--- src/rtl/mka_pkg.sv ---
// ----------------------------------------------------------------------------
// mka_pkg
// Shared types and constants for the multi-key argmax block.
// ----------------------------------------------------------------------------
package mka_pkg;

  localparam int WORD_W      = 64;
  localparam int COORD_W     = 24;
  localparam int WT_W        = 16;
  localparam int HT_W        = 16;
  localparam int IDX_OUT_W   = 10;
  localparam int CNT_OUT_W   = 11;
  localparam int IN_TDATA_W  = 168;
  localparam int OUT_TDATA_W = 24;
  localparam int MUL_W       = 32;
  localparam int PROD_W      = 48;
  localparam int PCNT_W      = 6;

  typedef enum logic [1:0] {
    MODE_WORD   = 2'd0,
    MODE_POINT  = 2'd1,
    MODE_RATIO  = 2'd2,
    MODE_POPCNT = 2'd3
  } key_mode_t;

  // controller -> datapath
  typedef struct packed {
    logic       load;     // capture the input item
    logic       mul_en;   // run one multiplier step
    logic [1:0] step;     // which multiplier step
    logic       decide;   // compare and update the running best
  } mka_cmd_t;

  // datapath -> controller
  typedef struct packed {
    logic skip_mul;  // key needs no multiplier, or item is past the depth
    logic last;      // captured item ends the set
    logic out_busy;  // result slot full and not being taken this cycle
  } mka_sts_t;

endpackage

--- src/rtl/multi_key_argmax.sv ---
// ----------------------------------------------------------------------------
// multi_key_argmax
// Streaming argmax over a marked set of elements with a selectable key.
// ----------------------------------------------------------------------------
// Each element is taken in the idle state, then walks up to four
// multiplier steps through the single shared 32x32 multiplier in modes 1
// (squared point length) and 2 (weight over height squared); in modes 0
// (word) and 3 (popcount), and past the depth limit, the sequence ends
// early. A compare/update step follows. A set-end result sits in an output
// register, so the next element is accepted while it waits; the compare of
// the following set end holds until that register is empty or being taken.
// key_mode should be written only between elements.
module multi_key_argmax #(
  parameter int MAX_ELEMENTS = 1024
) (
  input  logic                                 clk,
  input  logic                                 rst_n,
  // configuration
  input  logic                                 cfg_valid,
  output logic                                 cfg_ready,
  input  logic [1:0]                           cfg_data,   // key_mode
  // input stream
  input  logic                                 in_tvalid,
  output logic                                 in_tready,
  // word[63:0], coord_x[87:64], coord_y[111:88], coord_z[135:112],
  // weight[151:136], height[167:152]
  input  logic [mka_pkg::IN_TDATA_W-1:0]       in_tdata,
  input  logic                                 in_tlast,
  // result stream
  output logic                                 out_tvalid,
  input  logic                                 out_tready,
  // max_index[9:0], element_count[20:10], overflow[21], zero[23:22]
  output logic [mka_pkg::OUT_TDATA_W-1:0]      out_tdata
);
  import mka_pkg::*;

  mka_cmd_t               cmd;
  mka_sts_t               sts;
  logic [IDX_OUT_W-1:0]   max_index;
  logic [CNT_OUT_W-1:0]   element_count;
  logic                   overflow;

  assign cfg_ready = 1'b1;

  mka_ctrl u_ctrl (
    .clk       (clk),
    .rst_n     (rst_n),
    .in_tvalid (in_tvalid),
    .in_tready (in_tready),
    .cmd       (cmd),
    .sts       (sts)
  );

  mka_dpath #(
    .MAX_ELEMENTS (MAX_ELEMENTS)
  ) u_dpath (
    .clk               (clk),
    .rst_n             (rst_n),
    .cfg_valid         (cfg_valid),
    .cfg_data          (cfg_data),
    .in_word           (in_tdata[63:0]),
    .in_coord_x        (in_tdata[87:64]),
    .in_coord_y        (in_tdata[111:88]),
    .in_coord_z        (in_tdata[135:112]),
    .in_weight         (in_tdata[151:136]),
    .in_height         (in_tdata[167:152]),
    .in_last           (in_tlast),
    .cmd               (cmd),
    .sts               (sts),
    .out_tready        (out_tready),
    .out_valid         (out_tvalid),
    .out_max_index     (max_index),
    .out_element_count (element_count),
    .out_overflow      (overflow)
  );

  assign out_tdata = {2'b00, overflow, element_count, max_index};

endmodule

--- src/rtl/mka_ctrl.sv ---
// ----------------------------------------------------------------------------
// mka_ctrl
// Sequencer: accepts an item, walks the multiplier steps, then issues the
// compare/update, holding it at a set end until the result slot can take the result.
// ----------------------------------------------------------------------------
module mka_ctrl (
  input  logic             clk,
  input  logic             rst_n,
  input  logic             in_tvalid,
  output logic             in_tready,
  output mka_pkg::mka_cmd_t cmd,
  input  mka_pkg::mka_sts_t sts
);
  import mka_pkg::*;

  typedef enum logic [1:0] {
    S_IDLE = 2'd0,
    S_MUL  = 2'd1,
    S_DEC  = 2'd2
  } state_t;

  state_t     state_r;
  logic [1:0] step_r;
  logic       dec_go;

  assign dec_go    = !(sts.last && sts.out_busy);
  assign in_tready = (state_r == S_IDLE);

  always_comb begin
    cmd        = '0;
    cmd.load   = (state_r == S_IDLE) && in_tvalid;
    cmd.mul_en = (state_r == S_MUL);
    cmd.step   = step_r;
    cmd.decide = (state_r == S_DEC) && dec_go;
  end

  always_ff @(posedge clk) begin
    if (!rst_n) begin
      state_r <= S_IDLE;
      step_r  <= 2'd0;
    end else begin
      unique case (state_r)
        S_IDLE: begin
          if (in_tvalid) begin
            state_r <= S_MUL;
            step_r  <= 2'd0;
          end
        end
        S_MUL: begin
          if (sts.skip_mul || step_r == 2'd3) begin
            state_r <= S_DEC;
          end else begin
            step_r <= step_r + 2'd1;
          end
        end
        S_DEC: begin
          if (dec_go) begin
            state_r <= S_IDLE;
          end
        end
        default: state_r <= S_IDLE;
      endcase
    end
  end

`ifndef SYNTH
  a_no_back_to_back: assert property (@(posedge clk) disable iff (!rst_n)
    in_tvalid && in_tready |=> !in_tready)
    else $error("item accepted while previous one still in flight");

  a_last_step_decides: assert property (@(posedge clk) disable iff (!rst_n)
    (state_r == S_MUL) && (step_r == 2'd3) |=> (state_r == S_DEC))
    else $error("multiplier sequence did not end in compare");

  a_idle_quiet: assert property (@(posedge clk) disable iff (!rst_n)
    in_tready |-> !cmd.mul_en && !cmd.decide)
    else $error("datapath commanded while idle");
`endif

endmodule

--- src/rtl/mka_dpath.sv ---
// ----------------------------------------------------------------------------
// mka_dpath
// Item registers, shared 32x32 multiplier, key compare, running best and
// the result register.
// ----------------------------------------------------------------------------
module mka_dpath #(
  parameter int MAX_ELEMENTS = 1024
) (
  input  logic                              clk,
  input  logic                              rst_n,
  input  logic                              cfg_valid,
  input  logic [1:0]                        cfg_data,
  input  logic [mka_pkg::WORD_W-1:0]        in_word,
  input  logic signed [mka_pkg::COORD_W-1:0] in_coord_x,
  input  logic signed [mka_pkg::COORD_W-1:0] in_coord_y,
  input  logic signed [mka_pkg::COORD_W-1:0] in_coord_z,
  input  logic [mka_pkg::WT_W-1:0]          in_weight,
  input  logic [mka_pkg::HT_W-1:0]          in_height,
  input  logic                              in_last,
  input  mka_pkg::mka_cmd_t                 cmd,
  output mka_pkg::mka_sts_t                 sts,
  input  logic                              out_tready,
  output logic                              out_valid,
  output logic [mka_pkg::IDX_OUT_W-1:0]     out_max_index,
  output logic [mka_pkg::CNT_OUT_W-1:0]     out_element_count,
  output logic                              out_overflow
);
  import mka_pkg::*;

  localparam int IDX_W   = (MAX_ELEMENTS > 2) ? $clog2(MAX_ELEMENTS) : 1;
  localparam int POS_W   = $clog2(MAX_ELEMENTS + 1);
  localparam int IDX_EXT = (IDX_W > IDX_OUT_W) ? IDX_W : IDX_OUT_W;
  localparam int CNT_EXT = (POS_W > CNT_OUT_W) ? POS_W : CNT_OUT_W;

  function automatic logic [3:0] ones8(input logic [7:0] v);
    logic [3:0] n;
    n = 4'd0;
    for (int b = 0; b < 8; b++) n = n + 4'(v[b]);
    return n;
  endfunction

  key_mode_t              mode_r;

  // captured item
  logic [WORD_W-1:0]      word_r;
  logic [COORD_W-1:0]     ax_r, ay_r, az_r;
  logic [WT_W-1:0]        w_r;
  logic [HT_W-1:0]        h_r;
  logic                   last_r;
  logic [PCNT_W-1:0]      pc_r;

  // multiplier
  logic [MUL_W-1:0]       mul_a, mul_b;
  logic [2*MUL_W-1:0]     mul_p;
  logic [PROD_W-1:0]      prod_r, t_r;

  // running best
  logic [POS_W-1:0]       pos_r, pos_nxt;
  logic [IDX_W-1:0]       best_idx_r, best_idx_nxt;
  logic [WORD_W-1:0]      best_key_r, best_key_nxt;
  logic [WT_W-1:0]        best_w_r, best_w_nxt;
  logic [HT_W-1:0]        best_h_r, best_h_nxt;
  logic                   ovf_r, ovf_nxt;

  logic                   out_valid_r;
  logic [IDX_OUT_W-1:0]   out_idx_r;
  logic [CNT_OUT_W-1:0]   out_cnt_r;
  logic                   out_ovf_r;

  logic                   ovf_cond;
  logic [WORD_W-1:0]      key;
  logic                   ratio_gt, greater;
  logic [IDX_EXT-1:0]     idx_ext;
  logic [CNT_EXT-1:0]     cnt_ext;
  logic [PCNT_W-1:0]      pc_in;

  assign ovf_cond = (pos_r >= POS_W'(MAX_ELEMENTS));
  assign pc_in    = PCNT_W'(ones8(in_word[7:0])) + PCNT_W'(ones8(in_word[15:8]))
                  + PCNT_W'(ones8(in_word[23:16])) + PCNT_W'(ones8(in_word[31:24]));

  assign sts.skip_mul = ovf_cond || (mode_r == MODE_WORD) || (mode_r == MODE_POPCNT);
  assign sts.last     = last_r;
  assign sts.out_busy = out_valid_r && !out_tready;

  // Operand schedule. Point: x^2, y^2, z^2 summed into t_r.
  // Ratio: h^2, bh^2, bw*h^2 (lands in t_r), w*bh^2 (lands in prod_r).
  always_comb begin
    mul_a = '0;
    mul_b = '0;
    if (mode_r == MODE_RATIO) begin
      unique case (cmd.step)
        2'd0: begin mul_a = MUL_W'(h_r);      mul_b = MUL_W'(h_r);      end
        2'd1: begin mul_a = MUL_W'(best_h_r); mul_b = MUL_W'(best_h_r); end
        2'd2: begin mul_a = MUL_W'(best_w_r); mul_b = t_r[MUL_W-1:0];   end
        default: begin mul_a = MUL_W'(w_r);   mul_b = t_r[MUL_W-1:0];   end
      endcase
    end else begin
      unique case (cmd.step)
        2'd0: begin mul_a = MUL_W'(ax_r); mul_b = MUL_W'(ax_r); end
        2'd1: begin mul_a = MUL_W'(ay_r); mul_b = MUL_W'(ay_r); end
        2'd2: begin mul_a = MUL_W'(az_r); mul_b = MUL_W'(az_r); end
        default: begin mul_a = '0; mul_b = '0; end
      endcase
    end
  end

  assign mul_p = mul_a * mul_b;

  always_comb begin
    unique case (mode_r)
      MODE_WORD:   key = word_r;
      MODE_POINT:  key = WORD_W'(t_r);
      MODE_RATIO:  key = '0;
      MODE_POPCNT: key = WORD_W'(pc_r);
      default:     key = '0;
    endcase
  end

  // zero height is an infinite ratio; two infinities tie
  always_comb begin
    priority if (h_r == '0) ratio_gt = (best_h_r != '0);
    else if (best_h_r == '0) ratio_gt = 1'b0;
    else ratio_gt = (prod_r > t_r);
  end

  always_comb begin
    priority if (pos_r == '0) greater = 1'b1;
    else if (mode_r == MODE_RATIO) greater = ratio_gt;
    else greater = (key > best_key_r);
  end

  always_comb begin
    pos_nxt      = pos_r;
    best_idx_nxt = best_idx_r;
    best_key_nxt = best_key_r;
    best_w_nxt   = best_w_r;
    best_h_nxt   = best_h_r;
    ovf_nxt      = ovf_r;
    if (ovf_cond) begin
      ovf_nxt = 1'b1;
    end else begin
      if (greater) begin
        best_idx_nxt = pos_r[IDX_W-1:0];
        best_key_nxt = key;
        best_w_nxt   = w_r;
        best_h_nxt   = h_r;
      end
      pos_nxt = pos_r + POS_W'(1);
    end
  end

  assign idx_ext = IDX_EXT'(best_idx_nxt);
  assign cnt_ext = CNT_EXT'(pos_nxt);

  // configuration and item capture
  always_ff @(posedge clk) begin
    if (!rst_n) begin
      mode_r <= MODE_WORD;
    end else if (cfg_valid) begin
      mode_r <= key_mode_t'(cfg_data);
    end
  end

  always_ff @(posedge clk) begin
    if (cmd.load) begin
      word_r <= in_word;
      ax_r   <= in_coord_x[COORD_W-1] ? COORD_W'(-in_coord_x) : COORD_W'(in_coord_x);
      ay_r   <= in_coord_y[COORD_W-1] ? COORD_W'(-in_coord_y) : COORD_W'(in_coord_y);
      az_r   <= in_coord_z[COORD_W-1] ? COORD_W'(-in_coord_z) : COORD_W'(in_coord_z);
      w_r    <= in_weight;
      h_r    <= in_height;
      pc_r   <= pc_in;
    end
    if (cmd.mul_en) begin
      prod_r <= mul_p[PROD_W-1:0];
      if (cmd.step == 2'd0) begin
        t_r <= '0;
      end else if (mode_r == MODE_RATIO) begin
        t_r <= prod_r;
      end else begin
        t_r <= t_r + prod_r;
      end
    end
  end

  always_ff @(posedge clk) begin
    if (!rst_n) begin
      last_r <= 1'b0;
    end else if (cmd.load) begin
      last_r <= in_last;
    end
  end

  // set state
  always_ff @(posedge clk) begin
    if (!rst_n) begin
      pos_r      <= '0;
      best_idx_r <= '0;
      best_key_r <= '0;
      best_w_r   <= '0;
      best_h_r   <= '0;
      ovf_r      <= 1'b0;
    end else if (cmd.decide) begin
      if (last_r) begin
        pos_r      <= '0;
        best_idx_r <= '0;
        best_key_r <= '0;
        best_w_r   <= '0;
        best_h_r   <= '0;
        ovf_r      <= 1'b0;
      end else begin
        pos_r      <= pos_nxt;
        best_idx_r <= best_idx_nxt;
        best_key_r <= best_key_nxt;
        best_w_r   <= best_w_nxt;
        best_h_r   <= best_h_nxt;
        ovf_r      <= ovf_nxt;
      end
    end
  end

  // result register
  always_ff @(posedge clk) begin
    if (!rst_n) begin
      out_valid_r <= 1'b0;
    end else if (cmd.decide && last_r) begin
      out_valid_r <= 1'b1;
    end else if (out_tready) begin
      out_valid_r <= 1'b0;
    end
  end

  always_ff @(posedge clk) begin
    if (cmd.decide && last_r) begin
      out_idx_r <= idx_ext[IDX_OUT_W-1:0];
      out_cnt_r <= cnt_ext[CNT_OUT_W-1:0];
      out_ovf_r <= ovf_nxt;
    end
  end

  assign out_valid         = out_valid_r;
  assign out_max_index     = out_idx_r;
  assign out_element_count = out_cnt_r;
  assign out_overflow      = out_ovf_r;

`ifndef SYNTH
  a_pos_bound: assert property (@(posedge clk) disable iff (!rst_n)
    pos_r <= POS_W'(MAX_ELEMENTS))
    else $error("element position past depth");

  a_set_clears: assert property (@(posedge clk) disable iff (!rst_n)
    cmd.decide && last_r |=> (pos_r == '0) && !ovf_r)
    else $error("set state not cleared after set end");

  a_ovf_at_depth: assert property (@(posedge clk) disable iff (!rst_n)
    ovf_r |-> (pos_r == POS_W'(MAX_ELEMENTS)))
    else $error("overflow flagged below depth");
`endif

endmodule

--- config.mk ---
export PLATFORM = sky130hd
export DESIGN_NAME = multi_key_argmax
export DESIGN_NICKNAME = d
export VERILOG_FILES = /design/src/rtl/mka_pkg.sv /design/src/rtl/multi_key_argmax.sv /design/src/rtl/mka_ctrl.sv /design/src/rtl/mka_dpath.sv
export SDC_FILE = /design/constraint.sdc
export NUM_CORES = 2
export LEC_CHECK = 0
export ABC_AREA = 1
export BUFFER_PORTS_ARGS = -buffer_cell sky130_fd_sc_hd__buf_4
export CORE_UTILIZATION = 25
export DETAILED_ROUTE_END_ITERATION = 10
export PLACE_DENSITY = 0.41
export SLEW_MARGIN = 30
export SYNTH_ARGS = -nofsm -noshare
export SYNTH_HDL_FRONTEND = slang
export SYNTH_HIERARCHICAL = 1
export SYNTH_SLANG_ARGS = --single-unit
--- constraint.sdc ---
create_clock -name clk -period 18.1 [get_ports clk]
set_clock_uncertainty 0.1 [all_clocks]
set_input_delay 1.81 -clock clk [delete_from_list [all_inputs] [get_ports clk]]
set_output_delay 1.81 -clock clk [all_outputs]
set_load 0.02 [all_outputs]
After elaboration in Yosys (flattened, before gate mapping)
Cells that the tools add are included.
Word-level totals
  register bits after elaboration: 418
  bits of input ports: 176
  output and inout port bits: 27
Operators by class
  add/sub/neg operators: 37
  $mul: 1
  order comparisons: 3
  eq/ne operators: 13
  multiplexer cells: 39
  reductions and logical operators: 23
Operators by type and width (count)
  $pmux 64 s4: 1
  $mux 64: 3
  $add 4x1->4: 24
  $mux 16: 6
  $neg 24->24: 3
  $pmux 24 s3: 1
  $mux 23: 3
  $gt 64x64->1: 1
  $mux 32: 2
  $pmux 32 s2: 1
  $add 48x48->48: 1
  $gt 48x48->1: 1
  $mul 32x32->48: 1
  $mux 48: 1
  $pmux 16 s3: 1
  $logic_not 16->1: 2
  $mux 10: 3
  $mux 11: 2
  $reduce_bool 16->1: 1
  $add 6x4->6: 2
  $add 11x1->11 const B: 1
  $ge 11x11->1 const B: 1
  $logic_not 11->1: 1
  $eq 2x2->1 const B: 5
  16 further kinds: 48

Logic depth before layout (Yosys ltp)
  depth in word-level cells: 10
  mapped depth: 41
  mapped depth without buffers: 38

Modules after synthesis
Netlist, hierarchy kept.
By module, submodules not included
  mka_dpath: instances 1, cells an instance 5886, area each 48945.7 um^2
  mka_ctrl: instances 1, cells an instance 26, area each 215.2 um^2
  multi_key_argmax: instances 1, cells an instance 6, area each 37.5 um^2

Least setup slack after synthesis
No wires, ideal clock.
  path type: reg-to-reg
  start: register u_ctrl.step_r[1]
  end: register u_dpath.prod_r[47], data pin
  data arrival time: 7505 ps
  slack: 10230 ps
  cell stages (with the launch flop): 36
  buffers on the path: 5
  clock period less this slack: 7870 ps
  cell sequence: dfxtp_1 -> buf_2 -> inv_2 -> buf_2 -> nor2_4 -> buf_2 -> nand2_1 -> nand3_1 -> nand2_1 -> inv_1 -> buf_2 -> buf_2 -> nand2_1 -> fa_1 -> inv_1 -> fa_1 -> inv_1 -> fa_1 -> fa_1 -> inv_1 -> fa_1 -> fa_1 -> fa_1 -> inv_1 -> fa_1 -> inv_1 -> ha_1 -> nand2_1 -> inv_1 -> nand2_1 -> nor3_1 -> nand2_1 -> o21ai_0 -> a21oi_1 -> o21ai_0 -> xor2_1
Between the ends
  word-level cells in the longest chain between the ends: 4
  elaborated cells on any way between the ends: 9
  those cells by class: 1 x mul; 2 x eq/ne; 5 x mux; 1 x reduce/logical
RTL lines
  start, declared: RTL line mka_ctrl.sv:23  | logic [1:0] step_r;
  start signal, assigned: RTL line mka_ctrl.sv:53  | step_r <= step_r + 2'd1;
  $eq 2x2->1 (tied with other cells): RTL line mka_dpath.sv:91, mka_dpath.sv:98
  $pmux 24 s3 (tied with other cells): RTL line mka_dpath.sv:98  | unique case (cmd.step)
  $mux 32: RTL line mka_dpath.sv:90  | if (mode_r == MODE_RATIO) begin
  $mul 32x32->48 *: RTL line mka_dpath.sv:107  | assign mul_p = mul_a * mul_b;
  net u_dpath.mul_p[47]: RTL line mka_dpath.sv:54  | logic [2*MUL_W-1:0] mul_p;
  end signal, assigned: RTL line mka_dpath.sv:175  | prod_r <= mul_p[PROD_W-1:0];
  end, declared: RTL line mka_dpath.sv:55  | logic [PROD_W-1:0] prod_r, t_r;
The timed path passes the listed nets; every way through them passes the cells marked *.
A chain may end at the register's enable or synchronous reset.

Worst setup path in the final report
Ends and elaborated chain as after synthesis.

==> impl_metrics.py <==
metrics = {
    "status": {
        "status": "finished, final reports clean",
    },
    "place": {
        "dpl.hpwl_um": 140000,
        "gp_congestion": 0.917,
        "placedInstanceArea_mm2": 0.0536,
        "io_buffer_count": 199,
    },
    "worst_hold_path": {
        "hold_class": "flop to flop",
        "holdCritStartpoint": "u_dpath/best_idx_r[3]",
        "holdPathStages": 2,
        "whs_endpoint": "u_dpath/best_idx_r[3]",
    },
    "synthesis": {
        "synth_top_area_share_pct": 26.6,
        "synth_ff_type": "edfxtp_1",
        "yosysTopAreaCell": "fa_1",
        "synth_edf_count": 292,
        "syn_avg_cell_area_um2": 8.31,
        "yosys.area_share.xor_xnor_pct": 2.42,
        "yosys.area_share.adder_pct": 36.6,
        "synth_mux_area_share_pct": 0,
        "async_flop_share_pct": 0,
        "synthCells": 5918,
        "synth-seq-cells": 418,
        "synth_cell_types": 63,
        "yosysWarnings": 6,
        "synth_area_leaders": "fa_1 (27%), edfxtp_1 (18%), inv_1 (10%)",
        "synth_compound_gate_area_share_pct": 8.29,
        "synth_top_family_by_area": "adder cells",
        "seq_area_frac_synth_pct": 22.9,
        "syn-cell-area_mm2": 0.0492,
        "synth_simple_gate_area_share_pct": 17.2,
    },
    "timing": {
        "max_slew.worst_pin.slew_ps": 1080,
        "relSlewSlack_pct": 27.7,
        "fin_crit_sh_pct": 60.2,
        "finalHoldViolCount": 0,
        "tns_ps": 0,
        "finalCriticalPeriod_ps": 10900,
        "fmax_ghz": 0.0917,
        "final_max_slew_viol_count": 0,
        "rsz0062_at_grt": "false",
        "finalSetupViolCount": 0,
    },
    "worst_setup_path": {
        "critPathKind": "flop to flop",
        "r2r_start": "u_ctrl/step_r[1]",
        "worst_setup_path_end_kind": "flop",
        "crit_top_cell": "fa_1",
        "worstPathArrival_ps": 11200,
        "critPathLaunchType": "flop",
        "max_stage_delay_ps": 690,
        "ff2ff_setup_slack_ps": 7200,
        "reg2reg_to": "u_dpath/prod_r[47]",
        "slowest_stage": "a21oi_1",
        "r2r_cells": 34,
        "cp.required_ps": 18390,
        "worstPathMaxFanout": 26,
    },
    "floorplan": {
        "die_h_um": 446,
        "core-area_mm2": 0.195,
        "rows": 162,
        "ios": 203,
        "dieArea_mm2": 0.199,
        "start_util_pct": 25.2,
        "die_width_um": 446,
    },
    "routing": {
        "viasPerCell": 4.53,
        "ant_nets": 0,
        "wl_um": 178000,
        "vias": 39500,
        "routedWlPerCell_um": 20.4,
        "dr.pass1.iters": 7,
        "drc": 0,
        "drt-initial-drc-count": 2586,
    },
    "global_routing": {
        "first_global_vias": 41200,
        "antenna_found_initial": 1,
        "grt.total_usage_pct": 17.9,
        "grt_max_degree": 97,
        "grt_pass1_wl_um": 266000,
        "grt_overflow": 0,
    },
    "layout": {
        "fin_nets": 7275,
        "drive_gt1_share_pct": 7.77,
        "fin_area_mm2": 0.0555,
        "area_growth_pct": 12.8,
    },
    "clock_network": {
        "cts_tree": "yes",
        "clkTransAtPathRegs_ps": 60,
        "clk_path_buf_depth": 3,
        "clkSinkCount": 418,
        "post-cts-setup-buffers": 0,
        "cts_buffers": 54,
        "ctsResizeCount": 0,
        "h-tree-depth": 2,
        "ctsHoldBuffers": 0,
        "insertion_delay_ps": 680,
        "cts-root-buf": "clkbuf_16",
    },
    "job": {
        "cap_violations": 0,
    },
}
==> worst max-delay path by stage <==
stage                     start                  to  depth (start not counted)
2_1_floorplan  u_ctrl/step_r[1]  u_dpath/prod_r[47]                         35
3_3_place_gp   u_ctrl/step_r[1]  u_dpath/prod_r[47]                         34
5_1_grt        u_ctrl/step_r[1]  u_dpath/prod_r[47]                         34
3_5_place_dp   u_ctrl/step_r[1]  u_dpath/prod_r[47]                         34
6_report       u_ctrl/step_r[1]  u_dpath/prod_r[47]                         34
4_1_cts        u_ctrl/step_r[1]  u_dpath/prod_r[47]                         34
==> cell usage after synthesis (all sizes together), types with 4 or more instances <==
cell,number
edfxtp,292
nand2,875
o22ai,9
a21boi,6
o211ai,30
conb,4
or2,13
and2,9
o21ai,207
a21oi,362
o21bai,17
ha,394
and3,4
nand4,45
a31oi,24
nor3,40
nor2,675
a21o,9
inv,1367
dfxtp,126
nor4,25
o31ai,4
clkbuf,107
o221ai,17
a211oi,10
nand3,307
xnor2,41
buf,106
clkinv,8
fa,653
xor2,95
o21a,18
==> cell families after synthesis <==
group / count (synthesis)
xor gates and xnor gates: 136
AOI/OAI and AO/OA: 727
buffers and inverters: 1588
other: 4
DFF: 418
adders and majority gates: 1047
and+or+nand+nor: 1998
==> metrics by stage <==
| stage | hold WS [ps] | utilization (%) | setup slack (ps) | instances |
|---|---|---|---|---|
| after floorplan | 345 | - | 10230 | 5945 |
| after global placement | 351 | 27.5 | 6690 | 8618 |
| after detailed placement | 356 | 27.5 | 6890 | 8618 |
| after CTS | 365 | 28.4 | 6930 | 8720 |
| after global routing | 385 | 28.4 | 6590 | 8722 |
| final | 365 | 28.4 | 7200 | 8724 |
==> layout make-up <==
cell class                      instances  area, um2
Clock inverter                         32        312
Tap cell                             2624       3280
Sequential cell                       418      11300
Clock buffer                           70       1490
Timing Repair Buffer                  264       2030
Multi-Input combinational cell       3939      31900
Inverter                             1375       5170
Antenna cell                            2       5.00
Fill cell                           21200     140000
==> worst max-delay path: cells and delay by family, from the launching register on <==
| family | cells | cell delay [ps] |
|---|---|---|
| buffers and inverters | 11 | 2260 |
| adder cells (fa/ha/maj) | 9 | 4120 |
| XOR/XNOR | 1 | 100 |
| AO/OA/AOI/OAI | 4 | 1850 |
| flip-flops | 1 | 310 |
| AND/OR/NAND/NOR | 9 | 1830 |
==> placed cells by master, fill, tap and decap left out, types with 10 or more instances in the layout <==
cell       Yosys  routed
inv_2         21      28
inv_1       1346    1336
nor4_1        24      24
o21bai_1      17      17
nand4_1       45      45
nor3_1        35      35
conb_1         4      31
o211ai_1      30      30
clkinv_2       0      16
or2_2         12      12
buf_4         10     261
ha_1         394     394
a21oi_1      359     359
nor2_4         4      10
o21ai_0      198     197
nand3_1      275     275
nand3_2       31      30
edfxtp_1     292     292
clkbuf_16      0      55
xnor2_1       41      41
dfxtp_1      126     126
xor2_1        95      95
o221ai_1      17      17
nand2_1      871     867
fa_1         653     653
o21a_1        18      18
a31oi_1       22      21
nor2_1       662     657
clkinv_1       7      11
==> registers in the layout, summed over array words and instances, names as in the netlist, 10 cells and up <==
name                       flops
u_dpath/pos_r                 11
u_dpath/az_r                  24
u_dpath/out_element_count     11
u_dpath/best_key_r            64
u_dpath/best_w_r              16
u_dpath/h_r                   16
u_dpath/best_h_r              16
u_dpath/ax_r                  24
u_dpath/ay_r                  24
u_dpath/best_idx_r            10
u_dpath/word_r                64
u_dpath/out_max_index         10
u_dpath/t_r                   48
u_dpath/prod_r                48
u_dpath/w_r                   16
==> layer usage <==
layer,share of wire [%],GRT usage (%)
met3,5.0,2.41
met5,0,0
met1,47,24.9
met4,3.0,4.96
met2,45,28.8
Power is not shown: default switching activity piles up to over one toggle a cycle in this logic, so the estimate is an artifact.
